==> src/crc_frame_check_and_mask_core_defines.svh <==
// ---------------------------------------------------------------------------
// CRC frame check and mask core - assertion macros
// Shared property wrappers for the concurrent checks of the core.
// ---------------------------------------------------------------------------
`ifndef CRC_FRAME_CHECK_AND_MASK_CORE_DEFINES_SVH
`define CRC_FRAME_CHECK_AND_MASK_CORE_DEFINES_SVH

// Same-cycle implication, disabled during reset
`define CFCM_ASSERT_SAME(label, clk, rst, ante, cons, msg) \
   label: assert property (@(posedge clk) disable iff (rst) (ante) |-> (cons)) \
      else $error(msg);

// Next-cycle implication, disabled during reset
`define CFCM_ASSERT_NEXT(label, clk, rst, ante, cons, msg) \
   label: assert property (@(posedge clk) disable iff (rst) (ante) |=> (cons)) \
      else $error(msg);

`endif

==> src/cfcm_pkg.sv <==
// ---------------------------------------------------------------------------
// CRC frame check and mask - package
// Types, codes, constants and the byte-wide reflected CRC-32 update.
// ---------------------------------------------------------------------------
package cfcm_pkg;

   localparam int unsigned MAX_LENGTH = 255;

   localparam logic [31:0] CRC_POLY  = 32'hEDB8_8320;
   localparam logic [31:0] ALL_ONES  = 32'hFFFF_FFFF;
   localparam logic [7:0]  PAD_LIMIT = 8'd252;
   localparam logic [8:0]  POS_MAX   = 9'd511;
   localparam logic [8:0]  MIN_COUNT = 9'd6;
   localparam logic [8:0]  MAX_COUNT = 9'(2 + MAX_LENGTH);

   // Configuration register index (paddr[2])
   localparam logic CSR_IDX_BYTE_MASK = 1'b0;

   typedef enum logic [2:0] {
      KIND_TYPE   = 3'd0,
      KIND_DATA   = 3'd1,
      KIND_PAD    = 3'd2,
      KIND_LENGTH = 3'd3,
      KIND_CRC    = 3'd4,
      KIND_STATUS = 3'd5
   } cfcm_kind_type;

   typedef enum logic [2:0] {
      ST_OK         = 3'd0,
      ST_TOO_SHORT  = 3'd1,
      ST_TOO_LONG   = 3'd2,
      ST_LEN_MISM   = 3'd3,
      ST_CRC_MISM   = 3'd4,
      ST_CANNOT_PAD = 3'd5
   } cfcm_status_type;

   typedef enum logic [2:0] {
      SEQ_IDLE,
      SEQ_HEAD,
      SEQ_PAD,
      SEQ_LENGTH,
      SEQ_CRC,
      SEQ_STATUS
   } cfcm_seq_state_type;

   typedef struct packed {
      logic [7:0] frame_byte;
      logic       frame_end;
   } cfcm_req_type;

   typedef struct packed {
      cfcm_kind_type   item_kind;
      logic [7:0]      item_value;
      cfcm_status_type frame_status;
      logic            last_of_run;
   } cfcm_rsp_type;

   // Everything one input transaction asks of the output sequencer
   typedef struct packed {
      logic            head_valid;
      cfcm_kind_type   head_kind;
      logic [7:0]      head_value;
      logic            frame_done;
      cfcm_status_type status;
      logic [1:0]      pad_count;
      logic [7:0]      new_len;
      logic [31:0]     crc;
   } cfcm_run_type;

   // Reflected CRC-32 over one byte, LSB first
   function automatic logic [31:0] crc_byte(input logic [31:0] crc_cur,
                                            input logic [7:0]  data);
      logic [31:0] c;
      c = crc_cur;
      for (int k = 0; k < 8; k++) begin
         if ((c[0] ^ data[k]) == 1'b1) begin
            c = (c >> 1) ^ CRC_POLY;
         end else begin
            c = c >> 1;
         end
      end
      return c;
   endfunction

endpackage

==> src/cfcm_out_seq.sv <==
// ---------------------------------------------------------------------------
// CRC frame check and mask - output sequencer
// Plays out the result transactions of one input transaction, one per cycle while rsp_stall is low.
// ---------------------------------------------------------------------------
module cfcm_out_seq (
   input  logic                 clock,
   input  logic                 reset,
   input  logic                 load,
   input  cfcm_pkg::cfcm_run_type run,
   output logic                 hold,
   output logic                 rsp_valid,
   input  logic                 rsp_stall,
   output cfcm_pkg::cfcm_rsp_type rsp_data
);
   import cfcm_pkg::*;

   cfcm_seq_state_type state_ff, state_in;
   cfcm_run_type       run_ff, run_in;
   logic [1:0]         pad_left_ff, pad_left_in;
   logic [1:0]         crc_idx_ff, crc_idx_in;
   logic [31:0]        crc_ff, crc_in;
   logic [31:0]        crc_final;
   logic               taken;
   logic               run_end;

   // State that follows the head item (or starts a run without one)
   function automatic cfcm_seq_state_type tail_state(input cfcm_run_type r);
      cfcm_seq_state_type s;
      if (!r.frame_done) begin
         s = SEQ_IDLE;
      end else if (r.status != ST_OK) begin
         s = SEQ_STATUS;
      end else if (r.pad_count != 2'd0) begin
         s = SEQ_PAD;
      end else begin
         s = SEQ_LENGTH;
      end
      return s;
   endfunction

   assign crc_final = crc_ff ^ ALL_ONES;
   assign rsp_valid = (state_ff != SEQ_IDLE);
   assign taken     = rsp_valid && !rsp_stall;
   assign run_end   = taken && rsp_data.last_of_run;
   assign hold      = rsp_valid && !run_end;

   // Drive the current result transaction
   always_comb begin
      rsp_data.item_kind    = KIND_STATUS;
      rsp_data.item_value   = 8'd0;
      rsp_data.frame_status = ST_OK;
      rsp_data.last_of_run  = 1'b0;
      case (state_ff)
         SEQ_HEAD: begin
            rsp_data.item_kind   = run_ff.head_kind;
            rsp_data.item_value  = run_ff.head_value;
            rsp_data.last_of_run = !run_ff.frame_done;
         end
         SEQ_PAD: begin
            rsp_data.item_kind = KIND_PAD;
         end
         SEQ_LENGTH: begin
            rsp_data.item_kind  = KIND_LENGTH;
            rsp_data.item_value = run_ff.new_len;
         end
         SEQ_CRC: begin
            rsp_data.item_kind = KIND_CRC;
            case (crc_idx_ff)
               2'd0:    rsp_data.item_value = crc_final[31:24];
               2'd1:    rsp_data.item_value = crc_final[23:16];
               2'd2:    rsp_data.item_value = crc_final[15:8];
               default: rsp_data.item_value = crc_final[7:0];
            endcase
         end
         SEQ_STATUS: begin
            rsp_data.item_kind    = KIND_STATUS;
            rsp_data.frame_status = run_ff.status;
            rsp_data.last_of_run  = 1'b1;
         end
         default: begin
            rsp_data.item_kind = KIND_STATUS;
         end
      endcase
   end

   // Advance through the run, or load the next one
   always_comb begin
      state_in    = state_ff;
      run_in      = run_ff;
      pad_left_in = pad_left_ff;
      crc_idx_in  = crc_idx_ff;
      crc_in      = crc_ff;
      if (!rsp_valid || run_end) begin
         state_in = SEQ_IDLE;
         if (load) begin
            run_in      = run;
            pad_left_in = run.pad_count;
            crc_idx_in  = 2'd0;
            crc_in      = run.crc;
            state_in    = run.head_valid ? SEQ_HEAD : tail_state(run);
         end
      end else if (taken) begin
         case (state_ff)
            SEQ_HEAD: begin
               state_in = tail_state(run_ff);
            end
            SEQ_PAD: begin
               crc_in      = crc_byte(crc_ff, 8'd0);
               pad_left_in = pad_left_ff - 2'd1;
               if (pad_left_ff == 2'd1) begin
                  state_in = SEQ_LENGTH;
               end
            end
            SEQ_LENGTH: begin
               crc_idx_in = 2'd0;
               state_in   = SEQ_CRC;
            end
            SEQ_CRC: begin
               crc_idx_in = crc_idx_ff + 2'd1;
               if (crc_idx_ff == 2'd3) begin
                  state_in = SEQ_STATUS;
               end
            end
            default: begin
               state_in = SEQ_IDLE;
            end
         endcase
      end
   end

   always_ff @(posedge clock) begin
      if (reset) begin
         state_ff <= SEQ_IDLE;
      end else begin
         state_ff <= state_in;
      end
   end

   // Run payload holds without reset
   always_ff @(posedge clock) begin
      run_ff      <= run_in;
      pad_left_ff <= pad_left_in;
      crc_idx_ff  <= crc_idx_in;
      crc_ff      <= crc_in;
   end

endmodule

==> src/crc_frame_check_and_mask_core.sv <==
// ---------------------------------------------------------------------------
// CRC frame check and mask core
// Byte-serial frame checker: masks data, re-computes CRC-32, emits trailer.
// ---------------------------------------------------------------------------
//  Channel | Direction | Handshake            | Payload
//  req_    | in        | req_valid/req_stall  | cfcm_req_type
//  rsp_    | out       | rsp_valid/rsp_stall  | cfcm_rsp_type
//  APB     | in/out    | psel/penable/pready  | byte_mask at offset 0
//
//  A byte yields one result (type, data) or none; a frame-end byte yields a
//  run of up to nine results, one per cycle while rsp_stall is low, set by
//  the output sequencer. Input is stalled while a run is still in flight,
//  except in the cycle its last result is taken. Reset is synchronous and
//  clears the frame state and the mask register to all ones.
// ---------------------------------------------------------------------------
`include "crc_frame_check_and_mask_core_defines.svh"

module crc_frame_check_and_mask_core (
   input  logic                   clock,
   input  logic                   reset,
   input  logic                   req_valid,
   output logic                   req_stall,
   input  cfcm_pkg::cfcm_req_type req_data,
   output logic                   rsp_valid,
   input  logic                   rsp_stall,
   output cfcm_pkg::cfcm_rsp_type rsp_data,
   input  logic                   psel,
   input  logic                   penable,
   input  logic                   pwrite,
   input  logic [2:0]             paddr,
   input  logic [31:0]            pwdata,
   output logic [31:0]            prdata,
   output logic                   pready
);
   import cfcm_pkg::*;

   logic [31:0]     mask_ff;
   logic [8:0]      pos_ff, pos_in;
   logic [7:0]      len_ff, len_in;
   logic [31:0]     orig_crc_ff, orig_crc_in;
   logic [31:0]     mask_crc_ff, mask_crc_in;
   logic [31:0]     rx_crc_ff, rx_crc_in;

   logic            accept;
   logic            seq_hold;
   logic [7:0]      in_byte;
   logic            is_type;
   logic            is_len;
   logic            is_body;
   logic            is_data;
   logic [8:0]      data_off;
   logic [7:0]      data_lim;
   logic [7:0]      mask_sel;
   logic [7:0]      masked_byte;
   logic [8:0]      count;
   cfcm_status_type status;
   logic [1:0]      pad_count;
   cfcm_run_type    run;

   // Configuration port
   assign pready = 1'b1;
   assign prdata = (paddr[2] == CSR_IDX_BYTE_MASK) ? mask_ff : 32'd0;

   always_ff @(posedge clock) begin
      if (reset) begin
         mask_ff <= ALL_ONES;
      end else if (psel && penable && pwrite && (paddr[2] == CSR_IDX_BYTE_MASK)) begin
         mask_ff <= pwdata;
      end
   end

   // Input handshake
   assign req_stall = seq_hold;
   assign accept    = req_valid && !req_stall;
   assign in_byte   = req_data.frame_byte;

   // Classify the byte by position
   assign is_type  = (pos_ff == 9'd0);
   assign is_len   = (pos_ff == 9'd1);
   assign is_body  = !is_type && !is_len;
   assign data_off = pos_ff - 9'd2;
   assign data_lim = len_ff - 8'd4;
   assign is_data  = is_body && (len_ff >= 8'd4) && (data_off < {1'b0, data_lim});

   // Pick the mask byte for offsets 0..3 of each eight
   always_comb begin
      case ({data_off[2], data_off[1:0]})
         3'b000:  mask_sel = mask_ff[31:24];
         3'b001:  mask_sel = mask_ff[23:16];
         3'b010:  mask_sel = mask_ff[15:8];
         3'b011:  mask_sel = mask_ff[7:0];
         default: mask_sel = 8'hFF;
      endcase
   end
   assign masked_byte = in_byte & mask_sel;

   // Frame state update
   assign len_in      = is_len ? in_byte : len_ff;
   assign orig_crc_in = is_data ? crc_byte(orig_crc_ff, in_byte) : orig_crc_ff;
   assign mask_crc_in = is_data ? crc_byte(mask_crc_ff, masked_byte) : mask_crc_ff;
   assign rx_crc_in   = is_body ? {rx_crc_ff[23:0], in_byte} : rx_crc_ff;
   assign pos_in      = (pos_ff == POS_MAX) ? pos_ff : pos_ff + 9'd1;
   assign count       = pos_in;

   // Frame checks, first failure wins
   always_comb begin
      if (count < MIN_COUNT) begin
         status = ST_TOO_SHORT;
      end else if (count > MAX_COUNT) begin
         status = ST_TOO_LONG;
      end else if ({1'b0, len_in} != (count - 9'd2)) begin
         status = ST_LEN_MISM;
      end else if ((orig_crc_in ^ ALL_ONES) != rx_crc_in) begin
         status = ST_CRC_MISM;
      end else if (len_in > PAD_LIMIT) begin
         status = ST_CANNOT_PAD;
      end else begin
         status = ST_OK;
      end
   end

   // Pad to a multiple of four
   assign pad_count = ~len_in[1:0] + 2'd1;

   // Build the run for the sequencer
   always_comb begin
      run.head_valid = is_type || is_data;
      run.head_kind  = is_type ? KIND_TYPE : KIND_DATA;
      run.head_value = is_type ? in_byte : masked_byte;
      run.frame_done = req_data.frame_end;
      run.status     = status;
      run.pad_count  = pad_count;
      run.new_len    = len_in + {6'd0, pad_count};
      run.crc        = mask_crc_in;
   end

   // Hold frame state; clear it after every frame end
   always_ff @(posedge clock) begin
      if (reset) begin
         pos_ff      <= 9'd0;
         len_ff      <= 8'd0;
         orig_crc_ff <= ALL_ONES;
         mask_crc_ff <= ALL_ONES;
         rx_crc_ff   <= 32'd0;
      end else if (accept) begin
         if (req_data.frame_end) begin
            pos_ff      <= 9'd0;
            len_ff      <= 8'd0;
            orig_crc_ff <= ALL_ONES;
            mask_crc_ff <= ALL_ONES;
            rx_crc_ff   <= 32'd0;
         end else begin
            pos_ff      <= pos_in;
            len_ff      <= len_in;
            orig_crc_ff <= orig_crc_in;
            mask_crc_ff <= mask_crc_in;
            rx_crc_ff   <= rx_crc_in;
         end
      end
   end

   cfcm_out_seq u_out_seq (
      .clock     (clock),
      .reset     (reset),
      .load      (accept),
      .run       (run),
      .hold      (seq_hold),
      .rsp_valid (rsp_valid),
      .rsp_stall (rsp_stall),
      .rsp_data  (rsp_data)
   );

   // Checks
   `CFCM_ASSERT_SAME(a_accept_only_at_run_end, clock, reset,
      (accept && rsp_valid), (rsp_data.last_of_run && !rsp_stall),
      "input taken while a run was still pending")
   `CFCM_ASSERT_SAME(a_status_is_last, clock, reset,
      (rsp_valid && rsp_data.item_kind == KIND_STATUS), (rsp_data.last_of_run),
      "status transaction not marked last")
   `CFCM_ASSERT_SAME(a_status_only_on_status, clock, reset,
      (rsp_valid && rsp_data.item_kind != KIND_STATUS), (rsp_data.frame_status == ST_OK),
      "nonzero status on a byte transaction")
   `CFCM_ASSERT_NEXT(a_pad_then_pad_or_len, clock, reset,
      (rsp_valid && !rsp_stall && rsp_data.item_kind == KIND_PAD),
      (rsp_valid && (rsp_data.item_kind == KIND_PAD || rsp_data.item_kind == KIND_LENGTH)),
      "pad not followed by pad or length")

endmodule

==> config.mk <==
export PLATFORM = sky130hd
export DESIGN_NAME = crc_frame_check_and_mask_core
export DESIGN_NICKNAME = d
export VERILOG_FILES = /design/src/cfcm_pkg.sv /design/src/cfcm_out_seq.sv /design/src/crc_frame_check_and_mask_core.sv
export VERILOG_INCLUDE_DIRS = /design/src /design/src/src
export SDC_FILE = /design/constraint.sdc
export NUM_CORES = 1
export LEC_CHECK = 0
export BUFFER_PORTS_ARGS = -buffer_cell sky130_fd_sc_hd__clkbuf_2
export CAP_MARGIN = 20
export CORE_MARGIN = 3
export CORE_UTILIZATION = 45
export CTS_CLUSTER_SIZE = 28
export DETAILED_ROUTE_END_ITERATION = 10
export SETUP_SLACK_MARGIN = 0.5
export SYNTH_ARGS = -nofsm -noshare
export SYNTH_HDL_FRONTEND = slang
export SYNTH_SLANG_ARGS = --single-unit
==> constraint.sdc <==
create_clock -name clock -period 6.28 [get_ports clock]
set_input_delay 1.256 -clock clock [delete_from_list [all_inputs] [get_ports clock]]
set_output_delay 1.256 -clock clock [all_outputs]
set_load 0.01 [all_outputs]
==> results of run 1 <==
## critical path, stage by stage (launching register included)
cell and delay (ns):
sky130_fd_sc_hd__dfxtp_1 0.53, sky130_fd_sc_hd__inv_1 0.24, sky130_fd_sc_hd__ha_1 0.70, sky130_fd_sc_hd__inv_1 0.09, sky130_fd_sc_hd__ha_1 0.30, sky130_fd_sc_hd__o211ai_1 0.10, sky130_fd_sc_hd__o21ai_1 0.16, sky130_fd_sc_hd__nand4_1 0.44
sky130_fd_sc_hd__nand2_2 0.30, sky130_fd_sc_hd__buf_4 0.51, sky130_fd_sc_hd__mux2i_1 0.41, sky130_fd_sc_hd__o2111ai_1 0.17, sky130_fd_sc_hd__nor4_1 0.38, sky130_fd_sc_hd__nand2_1 0.11, sky130_fd_sc_hd__o311a_1 0.36
## layout make-up
type | instances | area (um^2) | share of cell area (%)
multi-input cells | 1229 | 8220 | 54.8
clock inverters | 9 | 111 | 0.742
flip-flops and latches | 205 | 4670 | 31.2
clock buffers | 34 | 711 | 4.74
well taps | 384 | 480 | 3.20
inverters | 41 | 154 | 1.03
repair buffers | 116 | 648 | 4.32
## sequential cells by signal, indices dropped and copies added, names as in the netlist
| name | count |
|---|---|
| pos_ff | 9 |
| orig_crc_ff | 32 |
| len_ff | 8 |
| mask_ff | 32 |
| rx_crc_ff | 32 |
| u_out_seq.crc_ff | 32 |
| u_out_seq.crc_idx_ff | 2 |
| u_out_seq.run_ff | 21 |
| u_out_seq.state_ff | 3 |
| mask_crc_ff | 32 |
| u_out_seq.pad_left_ff | 2 |
## cell usage after synthesis (4+ instances only)
master / instances
sky130_fd_sc_hd__nand3_1: 32
sky130_fd_sc_hd__buf_6: 4
sky130_fd_sc_hd__mux2_2: 19
sky130_fd_sc_hd__a31oi_1: 22
sky130_fd_sc_hd__o211ai_1: 47
sky130_fd_sc_hd__nand2b_1: 6
sky130_fd_sc_hd__a21oi_1: 73
sky130_fd_sc_hd__o31ai_1: 7
sky130_fd_sc_hd__nand3b_1: 34
sky130_fd_sc_hd__o221ai_1: 5
sky130_fd_sc_hd__nor2_1: 118
sky130_fd_sc_hd__a211oi_1: 15
sky130_fd_sc_hd__a41oi_1: 6
sky130_fd_sc_hd__o22ai_1: 22
sky130_fd_sc_hd__o21ai_0: 34
sky130_fd_sc_hd__edfxtp_1: 57
sky130_fd_sc_hd__or4_1: 4
sky130_fd_sc_hd__mux2i_1: 35
sky130_fd_sc_hd__a21o_1: 6
sky130_fd_sc_hd__nor3_1: 40
sky130_fd_sc_hd__and3_1: 19
sky130_fd_sc_hd__xnor2_2: 9
sky130_fd_sc_hd__nor2b_1: 41
sky130_fd_sc_hd__a22oi_1: 39
sky130_fd_sc_hd__o21ai_1: 5
sky130_fd_sc_hd__nand4_1: 7
sky130_fd_sc_hd__ha_1: 26
sky130_fd_sc_hd__xnor2_1: 161
sky130_fd_sc_hd__dfxtp_1: 148
sky130_fd_sc_hd__inv_1: 38
sky130_fd_sc_hd__buf_1: 12
sky130_fd_sc_hd__or3_1: 5
sky130_fd_sc_hd__xor2_1: 79
sky130_fd_sc_hd__clkbuf_1: 79
sky130_fd_sc_hd__xnor3_1: 4
sky130_fd_sc_hd__nand2_1: 244
sky130_fd_sc_hd__nor4_1: 9
## power by group through the flow
stage,Combinational [W],Sequential (W),Clock (W)
final,0.00288,0.00194,0.00147
after global placement,0.00282,0.00196,0
after global routing,0.00316,0.00196,0.00155
after CTS,0.00288,0.00194,0.00150
after detailed placement,0.00286,0.00196,0
after floorplan,0.00224,0.00183,0
## per-stage QoR
stage | instance area (um^2) | hold WS, ns | utilization, % | total power [W] | std cells
after floorplan | 13500 | 0.451 | - | 0.00407 | 1578
after global placement | 14200 | 0.467 | 48.6 | 0.00478 | 1974
after detailed placement | 14200 | 0.472 | 48.7 | 0.00482 | 1975
after CTS | 15000 | 0.480 | 51.6 | 0.00631 | 2018
after global routing | 15000 | 0.506 | 51.6 | 0.00667 | 2018
final | 15000 | 0.479 | 51.6 | 0.00628 | 2018
## worst max-delay path by stage
| stage | startpoint | endpoint | depth (start not counted) |
|---|---|---|---|
| 6_report | pos_ff[1] | u_out_seq.run_ff[44] | 14 |
| 5_1_grt | pos_ff[1] | u_out_seq.run_ff[44] | 14 |
| 4_1_cts | pos_ff[1] | u_out_seq.run_ff[44] | 14 |
| 3_5_place_dp | pos_ff[1] | u_out_seq.state_ff[0] | 14 |
| 3_3_place_gp | pos_ff[1] | u_out_seq.state_ff[0] | 14 |
| 2_1_floorplan | rsp_stall | u_out_seq.crc_ff[0] | 1 |
## kinds of logic (layout without fill, tap and decap cells)
| kind of cell | count (synthesis) | count (layout) | synth area share (%) |
|---|---|---|---|
| flops | 205 | 205 | 34.7 |
| simple gates | 580 | 580 | 20.3 |
| other cells | 1 | 1 | 0.0279 |
| mux | 55 | 55 | 4.36 |
| fa+ha+maj | 26 | 26 | 2.42 |
| xor+xnor | 259 | 259 | 18.5 |
| buf+inv | 144 | 200 | 4.55 |
| compound gates | 308 | 308 | 15.1 |
## metal layers
metal,track usage [%],share of wire [%],vias to the layer above
met5,0,0,-
met4,6.72,2.8,0
met3,3.30,5.9,62
met2,40.7,45,339
met1,36.2,46,5465
li1,-,-,5604
==> run summary, run 1 <==
TritonCTS built the clock tree. In this run the clock root is driven by a sky130_fd_sc_hd__clkbuf_16. The internal portion of the total power is 0.00372 W.

The floorplan die width works out to 179 um. Leading cell type in the layout, fill and taps excluded: sky130_fd_sc_hd__nand2_1. Pin count of the biggest net entering global routing: 83. The analysis attributes to cell leakage a power of 6.08 nW. The worst reg2reg path startpoint was pos_ff[1]. The first global-routing pass estimated 63200 um of wire.

The part of the Yosys area used for sequential elements is 34.7%. Synthesis produced a netlist whose cell count is 1578. The layout net count came out at 1695. The average footprint of a synthesized cell was 8.53 um^2; the I/O pin count was 101. The end of the worst hold path was mask_ff[12]. The depth of the CTS H-tree was 1.

For this run, the top clock speed supported by timing is 0.198 GHz. In the layout the commonest cells are 241 x sky130_fd_sc_hd__nand2_1, 161 x sky130_fd_sc_hd__xnor2_1, 148 x sky130_fd_sc_hd__dfxtp_1. After global routing the overflow that remains totals 0. The number of enable-type register cells in the synthesized netlist is 57, and the number of slew-limit violations in the final report is 0. Setup repair after global routing left no endpoint under its margin. The region available for standard cell placement spans 29100 um^2. The run gives 45.8% as the part of the power in combinational logic. The detailed-route wire length per cell is 20.5 um, and the highest fanout seen on the critical path is 53. The via-per-instance ratio works out to 5.68.

STA classifies the critical path endpoint as a flop. The number of antenna diodes in the final layout is 0. The setup path with the least slack is of type reg -> reg.

The switching power summed over all nets came out at 0.00256 W. In this run the cell area of the synthesized design comes to 13500 um^2. The proportion of synthesized flip-flops having asynchronous set or reset was 0%; the routed via count was 11470. The fraction of power spent switching nets was 40.7%; the number of buffers on the longest clock path was 3. Summed over all failing endpoints, the final setup total negative slack is 0 ns. The power density over the cells works out to 419 nW/um^2. Counting every sink on the clock net gives 205. Category of the worst setup path launch point: a flop. Post-CTS timing repair inserted 0 buffers for setup.

When the netlist entered floorplanning its net count stood at 1655. For this run, the detailed router's first-pass iteration total came to 5. The final period demand of the worst path was 5.05 ns; the chip height was 179 um. The layout-stage area growth over the synthesis result was 11.5%; the distinct cell type count after synthesis was 77. The number of instances resized during post-cts repair was 0.

By area the synthesized netlist is led by sky130_fd_sc_hd__dfxtp_1 22%, sky130_fd_sc_hd__edfxtp_1 13%, sky130_fd_sc_hd__xnor2_1 10%, sky130_fd_sc_hd__nand2_1 6.8%, sky130_fd_sc_hd__xor2_1 5.1%. Global routing used 25.4% of the available tracks across all layers. The placer congestion estimate came out at 0.945. For the worst clock skew, the log shows 0.0194 ns. The share of the cycle needed by the critical path after routing was 80.5%. Cells with a size suffix above 1 make up 12.4% of the layout.

Latest clock arrival within the worst-skew pair: 0.54 ns. The post-placement setup slack is 1.33 ns, and the residual antenna-violating net count after detailed routing is 0. The filler cells instantiated in the layout total 2852. Along the worst hold path, the cell count comes to 2. The die covers 32000 um^2. The number of hold buffers added after CTS was 0.

Among all flip-flop cells after synthesis, the most frequent one is sky130_fd_sc_hd__dfxtp_1. The count of yosys warnings during synthesis was 0. Setup violations remaining at the end of the flow were counted as 0.

The clock network burns 23.3% of the power. Data arrives at the worst endpoint at 5.34 ns. Across all register-to-register paths, the minimum setup slack is 1.23 ns.

In this run the most critical hold path is launched from mask_ff[12]. The final count of hold timing violations came out at 0. The synthesized design contains 205 register bits.

The tools report the worst supply voltage drop on vdd as 0.000227 V. Across the run, the number of max-cap violations was 0. The run finished with clean final reports. The tools report the number of global-route vias before repair as 10749. Clock tree synthesis inserted a total of 25 buffers. In this run, the number of DRC markers left after iteration 0 of detailed routing was 1128.

The clock transition at the register clock pins on the worst setup and hold paths after CTS came out at 0.06 ns. Detailed placement finished with a half-perimeter wire length of 30400 um. Type of the most critical hold path: reg -> reg.

The number of standard-cell rows in the floorplan is 62. The share of total power in sequential cells came out at 30.9%. Number of cells on the worst reg-to-reg path: 14.

After layout, the worst setup slack is 1.23 ns. Port buffering added 97 buffers. The tools report the number of antenna violations at the first check in global routing as 0. For this block, the routed nets add up to 41300 um of wire. In this run the tightest slew margin relative to its limit is 38.6%.

The largest total area in the synthesized netlist belongs to sky130_fd_sc_hd__dfxtp_1. The share of synthesized area in the top cell type comes to 22.0%. The starting utilization of the core area is 46.3%, and the slew at the pin with the worst max-slew slack is 0.921 ns.

In this run the critical register-to-register path is captured at u_out_seq.run_ff[44]. In the routed design, unresolved DRC markers number 0. For the worst setup path, the data required time is 6.57 ns.
Power figures use the tool's default switching activity.
==> run 2, diff against run 1 <==
==> constraint.sdc (replaced) <==
create_clock -name clock -period 4.6 [get_ports clock]
set_input_delay 0.92 -clock clock [delete_from_list [all_inputs] [get_ports clock]]
set_output_delay 0.92 -clock clock [all_outputs]
set_load 0.01 [all_outputs]
==> run summary, run 2 (same netlist as run 1, synthesis figures left out) <==
The run finished with clean final reports. The remaining routing DRC violations was 0. The worst setup path is launched from a flop. The type of the most critical hold path was reg -> reg. Dividing the detail-routed wire length by the instance count gives 20.3 um.

Routability-driven placement finished with a final weighted congestion of 0.976. The number of clock buffers added by TritonCTS is 25. In this run the most critical hold path is launched from mask_ff[11]. The headroom to the max-slew limit came out at 41.0%. The number of antenna diodes in the final layout is 0. For this configuration, the core starts out at a cell density of 46.3%.

The slew at the pin with the worst max-slew slack came out at 0.884 ns. The worst register-to-register path ends at u_out_seq.state_ff[0]. For this run the aggregate overflow at the end of global routing stands at 0.

The number of antenna violations at the first check in global routing is 1, and the latest clock arrival within the worst-skew pair is 0.54 ns. For the sum of negative setup slack, the log shows 0 ns. Setup repair after global routing could not meet its margin everywhere. The clock sink count is 205. The max-cap check violation count is 0, and the chip height is 179 um.

The arrival time of the worst setup path is 4.50 ns, and the number of violations reported at the end of detailed-routing iteration 0 is 1056. TritonCTS built the clock tree. The layout-stage area growth over the synthesis result is 15.3%. After clock tree synthesis, the clock-pin slew on the worst setup and hold paths is 0.06 ns. The I/O pin count came out at 101.

The end of the worst hold path is mask_ff[11]. Entering global routing, the biggest net connects 65 pins. In the final design database the tool counted 1739 nets.

Counting along the longest clock path gives a buffer depth of 3. Dividing the detail-routed via count by the number of cells gives 5.71. Buffers inserted to repair hold after CTS numbered 0. Summed over all nets, the half-perimeter wirelength after detailed placement is 31000 um. The run gives 1 as the depth of the CTS H-tree. The worst supply voltage drop on vdd is 0.000264 V. The detailed router placed 11775 vias in this run.

The endpoint class of the critical path is a flop. Power spread over the standard cell area amounts to 550 nW/um^2. The number of slew-limit violations in the final report is 0, and the final period demand of the worst path is 4.07 ns. The final count of hold timing violations is 0, and the final worst setup slack is 0.525 ns. The run gives 6.32 nW as the leakage power summed over all cells.

The floorplan die width was 179 um; the number of standard-cell rows in the floorplan was 62. In the final layout, the share of cells above drive strength 1 is 16.3%. Input and output buffers added on the ports amount to 97. Counting cells, the worst reg-to-reg path comes to 14. Across the routed clock network, the largest skew measured is 0.0114 ns. In the layout the commonest cells are 241 x sky130_fd_sc_hd__nand2_1, 159 x sky130_fd_sc_hd__xnor2_1, 147 x sky130_fd_sc_hd__dfxtp_1.

The residual antenna-violating net count after detailed routing is 0, and the total placed instance area is 14500 um^2. The cell sitting at the root of the clock tree is a sky130_fd_sc_hd__clkbuf_16. The die covers 32000 um^2. For the worst setup path, the data required time is 5.03 ns. For this run, the top clock speed supported by timing is 0.245 GHz. The run gives 0 as the count of endpoints failing setup in the final report.

The worst setup path is of the reg -> reg kind. The number of global-route vias before repair was 10848. The depth of the worst hold-timing path came out at 2. Summed over all layers, the routed wires come to 41800 um.

Of all nets on the critical path, the largest fanout is 8. Worst reg2reg path startpoint: pos_ff[1]. Cells fill 53.4% of the core in the end.

The tools report the setup slack on the worst flop-to-flop path as 0.53 ns. The first global-routing pass estimated 64200 um of wire. The region available for standard cell placement spans 29100 um^2. The library cell used most frequently in the layout, excluding fill and tap cells, is sky130_fd_sc_hd__nand2_1.

The share of the cycle needed by the critical path after routing works out to 88.6%. The run gives 25.8% as the global router's overall resource usage. With fillers left out, the area of the finished cells amounts to 15500 um^2. The number of detailed-routing iterations run before antenna repair is 7. Prior to clock tree synthesis, the placed netlist has a worst setup slack of 0.217 ns.
==> run 2: metrics by stage <==
stage / power, W / cells / hold WS, ns
after global routing: 0.00907 / 2063 / 0.505
after global placement: 0.00655 / 2011 / 0.467
after detailed placement: 0.00659 / 2012 / 0.472
final: 0.00854 / 2063 / 0.479
after floorplan: 0.00555 / 1578 / 0.451
after CTS: 0.00849 / 2057 / 0.480
==> run 2: layout make-up <==
| class | count | area (um^2) |
|---|---|---|
| Fill cell | 2752 | 13600 |
| Multi-Input combinational cell | 1229 | 8410 |
| Sequential cell | 205 | 4680 |
| Timing Repair Buffer | 160 | 1030 |
| Clock buffer | 39 | 728 |
| Tap cell | 384 | 480 |
| Inverter | 41 | 154 |
| Clock inverter | 5 | 48.8 |
==> run 2: timing repair <==
item | 4_1_cts | 5_1_grt
endpoints found under the hold margin | 0 | 0
buffers inserted | 1 | 6
pin swaps | 1 | 17
setup endpoints to repair | 6 | 8
resized for setup | 6 | 42
==> run 2: worst max-delay path, cell delays in order (launching register included) <==
cell and delay (ns):
sky130_fd_sc_hd__dfxtp_1 0.41, sky130_fd_sc_hd__inv_2 0.11, sky130_fd_sc_hd__ha_1 0.24, sky130_fd_sc_hd__xor2_1 0.16
sky130_fd_sc_hd__ha_1 0.29, sky130_fd_sc_hd__o211ai_1 0.09, sky130_fd_sc_hd__o21ai_1 0.24, sky130_fd_sc_hd__nand4_1 0.30
sky130_fd_sc_hd__nand2_2 0.18, sky130_fd_sc_hd__buf_4 0.24, sky130_fd_sc_hd__o211ai_1 0.15, sky130_fd_sc_hd__or4_4 0.56
sky130_fd_sc_hd__or4_4 0.43, sky130_fd_sc_hd__or3_4 0.39, sky130_fd_sc_hd__o21a_1 0.17
==> run 2: per-layer routing <==
metal	part of all wire [%]	up-vias	GRT usage [%]
li1	-	5678	-
met1	45	5652	36.5
met2	47	374	42.6
met3	5.3	71	2.56
met4	2.7	0	5.88
met5	0	-	0
==> run 2: report_power, final <==
part,switching (W),leakage (nW),internal (W)
combinational,0.00240,4.23,0.00164
sequential,0.000304,1.72,0.00233
clock,0.000775,0.373,0.00109
total,0.00348,6.32,0.00507
==> run 2: how the worst max path moves through the flow <==
stage                     start                     to  cells after the start
global route          len_ff[3]  u_out_seq.state_ff[0]                     15
CTS                   len_ff[3]  u_out_seq.state_ff[0]                     15
finish                pos_ff[1]  u_out_seq.state_ff[0]                     14
detailed placement  req_data[3]  u_out_seq.state_ff[0]                     11
floorplan             pos_ff[1]  u_out_seq.state_ff[0]                     15
global placement      len_ff[3]  u_out_seq.state_ff[0]                     14
==> run 3, diff against run 2 <==
--- a/config.mk
+++ b/config.mk
@@ -7,11 +7,13 @@
 export NUM_CORES = 1
 export LEC_CHECK = 0
 export BUFFER_PORTS_ARGS = -buffer_cell sky130_fd_sc_hd__clkbuf_2
-export CAP_MARGIN = 20
+export CELL_PAD_IN_SITES_DETAIL_PLACEMENT = 1
+export CELL_PAD_IN_SITES_GLOBAL_PLACEMENT = 1
 export CORE_MARGIN = 3
-export CORE_UTILIZATION = 45
+export CORE_UTILIZATION = 42
 export CTS_CLUSTER_SIZE = 28
 export DETAILED_ROUTE_END_ITERATION = 10
+export PLACE_DENSITY_LB_ADDON = 0.1
 export SETUP_SLACK_MARGIN = 0.5
 export SYNTH_ARGS = -nofsm -noshare
 export SYNTH_HDL_FRONTEND = slang
==> run summary, run 3 (same netlist as run 1, synthesis figures left out) <==
The flow ran to the end, and the final reports show no timing, DRC or antenna violations. The die covers 34200 um^2. The worst path uses 89.9% of the clock period.

The clock transition at the register clock pins on the worst setup and hold paths after CTS came out at 0.06 ns. The library cell used most frequently in the layout, excluding fill and tap cells, is sky130_fd_sc_hd__nand2_1. IR analysis of the VDD net gives a maximum drop of 0.000344 V. Final period demand of the worst path: 4.14 ns.

The tree is rooted in a sky130_fd_sc_hd__clkbuf_16. Setup repair after global routing could not meet its margin everywhere. In this run the deepest clock path goes through 3 buffers. Type of the most critical hold path: reg -> reg.

The share of total power dissipated in the clock network is 23.0%. In the layout the commonest cells are 240 x sky130_fd_sc_hd__nand2_1, 159 x sky130_fd_sc_hd__xnor2_1, 146 x sky130_fd_sc_hd__dfxtp_1. The tools report the number of violations reported at the end of detailed-routing iteration 0 as 751.

Detailed placement finished with a half-perimeter wire length of 34300 um. The initialized floorplan defines 64 standard-cell rows. The category of the worst setup path launch point is a flop. Leakage power summed over all cells: 6.41 nW. The hold buffer count at CTS is 0. The global-route wire length before repair came out at 70800 um. The number of detailed-routing iterations run before antenna repair is 5.

For this run, design rule violations remaining after detail routing come to 0. Category of the critical setup timing path: reg -> reg. For the length of routed met2 wiring, the log shows 21900 um. The family of cells with the greatest summed delay on the critical path is simple AND/OR/NAND/NOR gates. After detailed routing, the met3 layer carries 1790 um of wire.

In this run the count of I/O pins placed on the die edge is 101. TritonCTS built the clock tree. The top achievable clock speed was 0.242 GHz. The critical path's largest stage delay works out to 0.38 ns. The number of slew-limit violations in the final report came out at 0. Relative to the synthesized area, the layout overhead comes to 16.3%. STA puts the critical path data arrival time at 4.43 ns. After filler insertion, the fill cell instance count of the layout stands at 3651. The number of global-route vias before repair is 12063.

For the routed metal-1 wire length, the log shows 21000 um. Across all register-to-register paths, the minimum setup slack is 0.46 ns. The depth of the CTS H-tree is 1, and the detailed-route wire length per cell is 22.2 um. Along the worst path, the maximum fanout reaches 5. In this run the top signal layer used is met4.

The floorplan die width came out at 185 um. Once the floorplan was initialized, standard cells occupied 43.3% of the core. The final count of hold timing violations is 0. Global routing used 26.5% of the available tracks. Combinational logic burns 47.2% of the power. Walking the worst path, the cells encountered are inv_2 > ha_4 > or3b_4 > xor2_1 > ha_1 > a21o_1 > a211oi_4 > and3b_2 > nand2_4 > buf_8 > a311oi_4 > nand3_2 > nor4_4 > buf_4 > nand2_2 > o311a_1. The tools report the max-cap check violation count as 0. The clock sink count is 205.

The post-route netlist has 17.3% of its cells at a drive strength greater than 1. The run gives 0 as the count of endpoints failing setup in the final report. After global routing the overflow that remains totals 0. During placement, the flow inserted port buffers numbering 97. The data required time of the worst path was 4.89 ns; the sum of negative setup slack was 0 ns. Measured against its own limit, the worst slew margin works out to 23.7%. The endpoint class of the critical path is a flop.

The worst clock skew was 0.0136 ns. The placer congestion estimate came out at 0.918. In this run the power spent charging and discharging nets is 0.00367 W. Counting both buffers and inverters, the worst setup path holds a total of 3.

The chip height is 185 um. The share of total power dissipated in sequential elements is 29.8%. The routed wire length came out at 46200 um. For the latest clock arrival within the worst-skew pair, the log shows 0.55 ns. The critical path's slowest cell is sky130_fd_sc_hd__or3b_4. The fraction of power spent switching nets is 41.2%.

Summing all non-filler instances in the final layout gives an area of 15700 um^2. The placed instances occupy a cell area of 14500 um^2. The number of antenna violations at the first check in global routing came out at 0. For the pin with the worst max-slew slack, the measured transition is 1.14 ns. The pin count of the biggest net entering global routing is 67. The count of nets left with antenna violations once routing finished came out at 0.

The via-per-instance ratio is 5.75. In this run the standard cell core region covers 31100 um^2. The internal power consumption was 0.00523 W. The logs give 11960 for the routed via count and 0 for the antenna diode count. In this run the power density over the cells is 568 nW/um^2. The run gives 1740 as the layout net count.

The number of clock buffers added by TritonCTS is 26.
## run 3: stage by stage
step | worst slack (ns) | util (%) | power (W) | hold slack (ns) | std cells
global route | 0.320 | 50.4 | 0.00947 | 0.502 | 2079
CTS | 0.402 | 49.5 | 0.00886 | 0.488 | 2072
detailed placement | 0.174 | 46.5 | 0.00674 | 0.480 | 2020
finish | 0.464 | 50.4 | 0.00890 | 0.487 | 2079
global placement | 0.248 | 46.5 | 0.00665 | 0.469 | 2020
floorplan | 0.595 | - | 0.00555 | 0.451 | 1578
## run 3: worst min-delay path, cell delays in order, from the launching register on
cell	delay, ns
sky130_fd_sc_hd__dfxtp_1	0.32
sky130_fd_sc_hd__nand2_1	0.05
sky130_fd_sc_hd__nand3b_1	0.06
## run 3: worst paths after layout
| path | startpoint | end | cells past startpoint |
|---|---|---|---|
| max | len_ff[3] | u_out_seq.run_ff[44] | 16 |
| min reg2reg | mask_ff[2] | mask_ff[2] | 2 |
| min | mask_ff[2] | mask_ff[2] | 2 |
| max reg2reg | len_ff[3] | u_out_seq.run_ff[44] | 16 |
## run 3: power groups by stage
stage / sequential, W / combinational (W) / clock (W)
detailed placement: 0.00268 / 0.00406 / 0
CTS: 0.00265 / 0.00412 / 0.00210
finish: 0.00265 / 0.00420 / 0.00205
floorplan: 0.00250 / 0.00305 / 0
global placement: 0.00267 / 0.00399 / 0
global route: 0.00268 / 0.00462 / 0.00216
## run 3: timing repair
action	CTS	global route
pin swaps	1	14
endpoints found under the setup margin	9	15
gates resized for setup	8	45
setup buffers	4	5
gates cloned	0	2
## run 3: area by class of cell
cell class                 count  area [um^2]  share of cell area (%)
clock buffer                  37          773                    4.94
sequential                   205         4680                    29.9
tap                          396          495                    3.16
multi-input combinational   1229         8440                    53.9
clock inverter                11         88.8                   0.567
timing repair buffer         160         1030                    6.58
inverter                      41          154                   0.983
## run 3: metal layers
metal / vias up / GRT usage, %
met2: 294 / 44.7
li1: 5681 / -
met5: - / 0
met1: 5906 / 36.0
met3: 79 / 2.55
met4: 0 / 8.19
